[config.mk]
export PLATFORM = sky130hd
export DESIGN_NAME = stable_priority_queue
export DESIGN_NICKNAME = d
export VERILOG_FILES = /design/src/design/spq_pkg.sv /design/src/design/spq_cell.sv /design/src/design/stable_priority_queue.sv
export SDC_FILE = /design/constraint.sdc
export NUM_CORES = 2
export LEC_CHECK = 0
export ABC_AREA = 1
export BUFFER_PORTS_ARGS = -buffer_cell sky130_fd_sc_hd__buf_2
export CELL_PAD_IN_SITES_DETAIL_PLACEMENT = 1
export CELL_PAD_IN_SITES_GLOBAL_PLACEMENT = 1
export CORE_MARGIN = 1.5
export CORE_UTILIZATION = 43
export DETAILED_ROUTE_END_ITERATION = 16
export GPL_TIMING_DRIVEN = 0
export PLACE_DENSITY_LB_ADDON = 0.1
export SLEW_MARGIN = 40
export SYNTH_ARGS = -nofsm -noshare
export SYNTH_HDL_FRONTEND = slang
export SYNTH_SLANG_ARGS = --single-unit
export TNS_END_PERCENT = 10
[constraint.sdc]
create_clock -name clk -period 3.5 [get_ports clk]
set_input_delay 0.35 -clock clk [delete_from_list [all_inputs] [get_ports clk]]
set_output_delay 0.35 -clock clk [all_outputs]
set_load 0.005 [all_outputs]
[src/design/spq_pkg.sv]
// Package for the stable priority queue: status and operation codes,
// the entry and cell command structs, and the default depth.
// No dependencies; used by every module in the design folder.
`default_nettype none

package spq_pkg;

    localparam int DEFAULT_DEPTH = 16;
    localparam int DATA_W        = 32;
    localparam int PRIO_W        = 8;
    localparam int OCC_W         = 5;

    typedef enum logic [1:0] {
        ST_ENQUEUED = 2'd0,
        ST_DEQUEUED = 2'd1,
        ST_EMPTY    = 2'd2,
        ST_FULL     = 2'd3
    } status_t;

    typedef enum logic {
        OP_ENQUEUE = 1'b0,
        OP_DEQUEUE = 1'b1
    } op_t;

    // One stored entry.
    typedef struct packed {
        logic [DATA_W-1:0] data;
        logic [PRIO_W-1:0] prio;
    } entry_t;

    // Command broadcast to every cell in the cycle an operation executes.
    typedef struct packed {
        logic              enq;
        logic              deq;
        logic [DATA_W-1:0] data;
        logic [PRIO_W-1:0] prio;
    } cmd_t;

endpackage

`default_nettype wire

[src/design/spq_cell.sv]
// One cell of the sorted chain: holds one entry and hands it to a neighbor.
// Depends on spq_pkg for the entry and command structs.
`default_nettype none

module spq_cell
(
    input  wire logic          clk,
    input  wire spq_pkg::cmd_t cmd,
    input  wire logic          valid,
    input  wire logic          left_flag,
    input  wire spq_pkg::entry_t left_entry,
    input  wire spq_pkg::entry_t right_entry,
    output spq_pkg::entry_t    entry,
    output logic               flag
);

    spq_pkg::entry_t entry_reg;
    spq_pkg::entry_t entry_next;

    // The new entry belongs at or before this cell when the cell is empty or
    // holds a strictly lower priority; equal priorities keep arrival order.
    assign flag = !valid || (cmd.prio > entry_reg.prio);

    always_comb
    begin
        entry_next = entry_reg;
        if (cmd.enq && flag)
        begin
            if (left_flag)
            begin
                entry_next = left_entry;
            end
            else
            begin
                entry_next.data = cmd.data;
                entry_next.prio = cmd.prio;
            end
        end
        else if (cmd.deq)
        begin
            entry_next = right_entry;
        end
    end

    always_ff @(posedge clk)
    begin
        entry_reg <= entry_next;
    end

    assign entry = entry_reg;

endmodule

`default_nettype wire

[src/design/stable_priority_queue.sv]
// Top level of the stable priority queue: input holding register, the chain
// of spq_cell instances kept in priority order, and the result register.
// Depends on spq_pkg and spq_cell.
`default_nettype none

//  channel | valid     | stall     | payload
//  --------+-----------+-----------+--------------------------------------------
//  input   | in_valid  | in_stall  | opcode, data_in, priority_in
//  output  | out_valid | out_stall | status, data_out, priority_out, occupancy
//
// An accepted transfer is held in the input register and then executes over
// the whole cell chain at once, with its result in the result register; a
// new item is not taken while one is held, so the queue cannot accept an item
// before the last one has executed.
// Reset clears the entry count and both valid flags; entry storage is not reset.
// A stalled output only delays execution; one more item can still be accepted
// and waits in the input register until the result register frees up.

module stable_priority_queue
#(
    parameter int QUEUE_DEPTH = spq_pkg::DEFAULT_DEPTH
)
(
    input  wire logic                                clk,
    input  wire logic                                rst_n,
    input  wire logic                                in_valid,
    output logic                                     in_stall,
    input  wire logic                                opcode,
    input  wire logic signed [spq_pkg::DATA_W-1:0]   data_in,
    input  wire logic        [spq_pkg::PRIO_W-1:0]   priority_in,
    output logic                                     out_valid,
    input  wire logic                                out_stall,
    output logic             [1:0]                   status,
    output logic signed      [spq_pkg::DATA_W-1:0]   data_out,
    output logic             [spq_pkg::PRIO_W-1:0]   priority_out,
    output logic             [spq_pkg::OCC_W-1:0]    occupancy
);

    localparam int CW = $clog2(QUEUE_DEPTH + 1);

    // Input holding register.
    logic                       item_valid_reg;
    spq_pkg::op_t               item_op_reg;
    logic [spq_pkg::DATA_W-1:0] item_data_reg;
    logic [spq_pkg::PRIO_W-1:0] item_prio_reg;

    // Entry count and result register.
    logic [CW-1:0]               count_reg;
    logic [CW-1:0]               count_next;
    logic                        out_valid_reg;
    spq_pkg::status_t            status_reg;
    spq_pkg::status_t            status_next;
    logic [spq_pkg::DATA_W-1:0]  data_out_reg;
    logic [spq_pkg::DATA_W-1:0]  data_out_next;
    logic [spq_pkg::PRIO_W-1:0]  prio_out_reg;
    logic [spq_pkg::PRIO_W-1:0]  prio_out_next;
    logic [spq_pkg::OCC_W-1:0]   occ_reg;

    logic            exec;
    logic            is_full;
    logic            is_empty;
    spq_pkg::cmd_t   cmd;

    logic            cell_valid [QUEUE_DEPTH];
    logic            cell_flag  [QUEUE_DEPTH];
    spq_pkg::entry_t cell_entry [QUEUE_DEPTH];

    // The held item executes once the result register is free or being drained.
    assign exec     = item_valid_reg && (!out_valid_reg || !out_stall);
    assign in_stall = item_valid_reg;
    assign is_full  = (count_reg == CW'(QUEUE_DEPTH));
    assign is_empty = (count_reg == '0);

    always_ff @(posedge clk or negedge rst_n)
    begin
        if (!rst_n)
        begin
            item_valid_reg <= 1'b0;
        end
        else if (in_valid && !in_stall)
        begin
            item_valid_reg <= 1'b1;
        end
        else if (exec)
        begin
            item_valid_reg <= 1'b0;
        end
    end

    always_ff @(posedge clk)
    begin
        if (in_valid && !in_stall)
        begin
            item_op_reg   <= spq_pkg::op_t'(opcode);
            item_data_reg <= data_in;
            item_prio_reg <= priority_in;
        end
    end

    // The command reaches the cells only in the executing cycle, and a drop on
    // full or a dequeue on empty leaves the chain untouched.
    always_comb
    begin
        cmd.enq  = exec && (item_op_reg == spq_pkg::OP_ENQUEUE) && !is_full;
        cmd.deq  = exec && (item_op_reg == spq_pkg::OP_DEQUEUE) && !is_empty;
        cmd.data = item_data_reg;
        cmd.prio = item_prio_reg;
    end

    // The cells are kept sorted by descending priority, ties in arrival order,
    // so the head cell always holds the entry that a dequeue removes.
    genvar gi;
    generate
        for (gi = 0; gi < QUEUE_DEPTH; gi++)
        begin : g_cell
            logic            left_flag;
            spq_pkg::entry_t left_entry;
            spq_pkg::entry_t right_entry;

            assign cell_valid[gi] = (CW'(gi) < count_reg);

            if (gi == 0)
            begin : g_head
                assign left_flag  = 1'b0;
                assign left_entry = '0;
            end
            else
            begin : g_body
                assign left_flag  = cell_flag[gi-1];
                assign left_entry = cell_entry[gi-1];
            end

            if (gi == QUEUE_DEPTH - 1)
            begin : g_tail
                assign right_entry = '0;
            end
            else
            begin : g_inner
                assign right_entry = cell_entry[gi+1];
            end

            spq_cell u_cell
            (
                .clk         (clk),
                .cmd         (cmd),
                .valid       (cell_valid[gi]),
                .left_flag   (left_flag),
                .left_entry  (left_entry),
                .right_entry (right_entry),
                .entry       (cell_entry[gi]),
                .flag        (cell_flag[gi])
            );
        end
    endgenerate

    always_comb
    begin
        count_next    = count_reg;
        status_next   = spq_pkg::ST_ENQUEUED;
        data_out_next = '0;
        prio_out_next = '0;
        case (item_op_reg)
            spq_pkg::OP_ENQUEUE:
            begin
                if (is_full)
                begin
                    status_next = spq_pkg::ST_FULL;
                end
                else
                begin
                    status_next = spq_pkg::ST_ENQUEUED;
                    count_next  = count_reg + CW'(1);
                end
            end
            spq_pkg::OP_DEQUEUE:
            begin
                if (is_empty)
                begin
                    status_next = spq_pkg::ST_EMPTY;
                end
                else
                begin
                    status_next   = spq_pkg::ST_DEQUEUED;
                    data_out_next = cell_entry[0].data;
                    prio_out_next = cell_entry[0].prio;
                    count_next    = count_reg - CW'(1);
                end
            end
            default:
            begin
                status_next = spq_pkg::ST_EMPTY;
            end
        endcase
    end

    always_ff @(posedge clk or negedge rst_n)
    begin
        if (!rst_n)
        begin
            count_reg     <= '0;
            out_valid_reg <= 1'b0;
        end
        else
        begin
            if (exec)
            begin
                count_reg     <= count_next;
                out_valid_reg <= 1'b1;
            end
            else if (!out_stall)
            begin
                out_valid_reg <= 1'b0;
            end
        end
    end

    always_ff @(posedge clk)
    begin
        if (exec)
        begin
            status_reg   <= status_next;
            data_out_reg <= data_out_next;
            prio_out_reg <= prio_out_next;
            occ_reg      <= spq_pkg::OCC_W'(count_next);
        end
    end

    assign out_valid    = out_valid_reg;
    assign status       = status_reg;
    assign data_out     = data_out_reg;
    assign priority_out = prio_out_reg;
    assign occupancy    = occ_reg;

endmodule

`default_nettype wire

==> key figures <==
Clocking
  • Clock Sinks: roughly 740
  • Worst-path clk slew: 0.06 ns
  • Worst-Skew Late Latency: about 0.67 ns
  • Cts bufs inserted: between 80 and 90
  • H-tree depth: 3
  • CTS max path bufs: 3
  • CTS tree: built
  • Clk root buf: clkbuf_16

Layout
  • Reg area: 22000 µm²
  • Max reg flops: 640
  • Number of antenna diodes: 0
  • Post-route cell area: 48300 µm²
  • Final core occ: approximately 49%
  • Number of fill cells: 12200
  • NumNets Final: 5934
  • Share of layout cells above drive strength 1: under 10%
  • Area growth syn-to-layout: 13.6%
  • Multi-input logic area: 18200 µm²

Drt
  • Vias per std cell: 4.90
  • Post-route antenna net violation count: 0
  • Vias: roughly 35000
  • Wirelength, routed: approximately 130 mm
  • Initial DRC count: 1776
  • Number of remaining DRC errors: 0
  • DR WL/cell: 18.4 µm
  • TritonRoute pass-1 iters: 5

Worst setup path
  • Max FO, Critical Path: 23
  • Arr. time, crit path: 3.68 ns
  • CP startpoint kind: flip-flop
  • Critical Path RT: 3.83 ns
  • CP Class: reg -> reg
  • Setup crit end kind: flip-flop

Timing
  • Worst rel slew slack: between 30% and 40%
  • Hold WS: 0.0830 ns
  • Pins Over Slew Limit: 0
  • Layout Skew: roughly 0.042 ns
  • Setup-failing EPs final: 0
  • Hold Vio Cnt, Final: 0
  • Worst-Margin Slew: about 0.91 ns
  • Fmax: 299 MHz
  • Fin crit period: 3.35 ns
  • RSZ-0062 raised after global routing: no
  • Final period util: 95.6%
  • Final setup TNS: 0 ns

Pwr
  • Logic pwr share: about 48%
  • LEAKAGE: 23.3 nW
  • Design Power: 53.0 mW
  • P_sw: 24.0 mW
  • Sw Ratio: 45.4%
  • Sequential share of power: a little over a third
  • Pwr per Cell Area: 1100 nW/µm²
  • Internal: 28.9 mW
  • Clk pwr share: 16.5%
  • Peak supply drop: around 0.00055 V

Synthesis
  • Synth warnings: 0
  • Post-synthesis net count: 5690
  • Most frequent cell after synthesis: nand2_1
  • Async SR Flop Fraction: 0.952%
  • Mean Syn Cell Area: 7.71 µm²
  • Synth Register Bits: around 740
  • Top FF cell, synth: edfxtp_1
  • Top post-synthesis cells by area: edfxtp_1 51%, nand2_1 28%, nand3_1 7.5%
  • Seq/Total Area, Yosys: 51.8%
  • Mapped cell area: 42500 µm²
  • Synth unique cells: 33
  • Post-synth top cells: 3148 x nand2_1, 728 x edfxtp_1, 641 x nand3_1
  • Number of flops mapped to enable cells by yosys: between 700 and 800
  • Post-Syn Instances: 5513
  • Yosys top cell area share: approximately 50%
  • Dominant cell type by area after synthesis: edfxtp_1

Die
  • Initial Util: 43.3%
  • Die area: just over 100000 µm²
  • DIE WIDTH: about 320 µm
  • Die H: 317 µm
  • Num rows: approximately 120
  • IO Count: 94
  • Core Box Area: 98100 µm²

Place
  • GPL Wtd Cong: 0.898
  • Count of input and output buffers: 93
  • DPL Wire Length: 106 mm
  • DP Area: 45000 µm²

Global routing
  • Initial antenna violation count: 2
  • Pin count of the biggest net entering global routing: 41
  • GRT Overall Usage: 25.8%
  • Total grt overflow: 0
  • First-pass GRT wire length: 205 mm
  • Vias in the first global route: 36100

Run
  • Max-cap violation count: 0

Worst hold path
  • HP Class: in -> reg

Status
  • Outcome: finished, final reports clean
-- timing repair --
action                                  CTS  global route
hold buffers                             42             0
endpoints found under the hold margin    48             0
buffers inserted                          0             3
resized for setup                        31             8
cloned                                    0             0
pin swaps                                 0             0
setup endpoints to repair              1280           511
-- kinds of logic after synthesis --
kind of cell    count (synthesis)  synth area share [%]
simple gates                 3899                  36.5
flops                         735                  51.8
buf+inv                       626                  6.03
fa+ha+maj                     132                  3.88
compound gates                115                  1.61
xor+xnor                        6                 0.124
-- final timing paths --
check | from | to | slack [ns] | cells past startpoint
worst min register to register | g_cell[15].u_cell.entry[16] | g_cell[14].u_cell.entry[16] | 0.51 | 2
worst max-delay path | count_reg[0] | g_cell[13].u_cell.entry[3] | 0.15 | 11
worst max register to register | count_reg[0] | g_cell[13].u_cell.entry[3] | 0.15 | 11
worst min-delay path | out_stall | out_valid | 0.08 | 3
max in group asynchronous | rst_n | count_reg[1] | 3.12 | 2
min in group asynchronous | rst_n | count_reg[2] | 0.14 | 2
-- cell type report --
cell class	count	share of cell area, %
Tap cell	1287	3.33
Multi-Input combinational cell	4152	37.7
Buffer	396	3.60
Sequential cell	735	45.6
Clock buffer	102	4.71
Timing Repair Buffer	156	2.43
Inverter	229	1.80
Clock inverter	49	0.775
-- routing by layer --
metal	track usage [%]	part of all wire (%)	vias to the layer above
met5	0	0.0061	-
met4	8.66	3.3	2
met3	2.90	3.3	189
met2	45.1	48	528
met1	33.3	46	15900
li1	-	-	18200
-- stage by stage --
stage,setup slack (ns),cells
global route,0.0148,7106
global placement,-2.21,6893
detailed placement,-1.12,6909
floorplan,0.0411,5513
CTS,-0.0316,7101
finish,0.155,7106
-- power groups by stage --
stage / registers, mW / clock network [mW] / logic, mW
2_1_floorplan: 18.1 / 0 / 17.8
3_3_place_gp: 19.4 / 0 / 23.6
3_5_place_dp: 19.2 / 0 / 25.1
4_1_cts: 19.0 / 8.90 / 25.4
5_1_grt: 19.5 / 9.21 / 28.9
6_report: 19.1 / 8.73 / 25.2
-- worst max-delay path, stage by stage (launching register included) --
cell      delay, ns
dfrtp_1        0.46
inv_1          0.11
clkbuf_4       0.24
ha_1           0.30
a31oi_4        0.29
nand2_1        0.24
clkinv_2       0.26
buf_6          0.26
nand2_2        0.19
buf_2          0.26
nand2_8        0.18
buf_16         0.20
-- cells in the final DEF (no fill, tap or decap), drive strengths merged, types with 14 or more instances in the layout --
cell and count:
edfxtp 728, a21oi 79, buf 269, a21o 14, nor2 83, nand4 17
clkbuf 343, clkinv 44, nand2 3156, nand3 642, ha 132, inv 228
dlygate4sd3 42
Power figures use the tool's default switching activity.
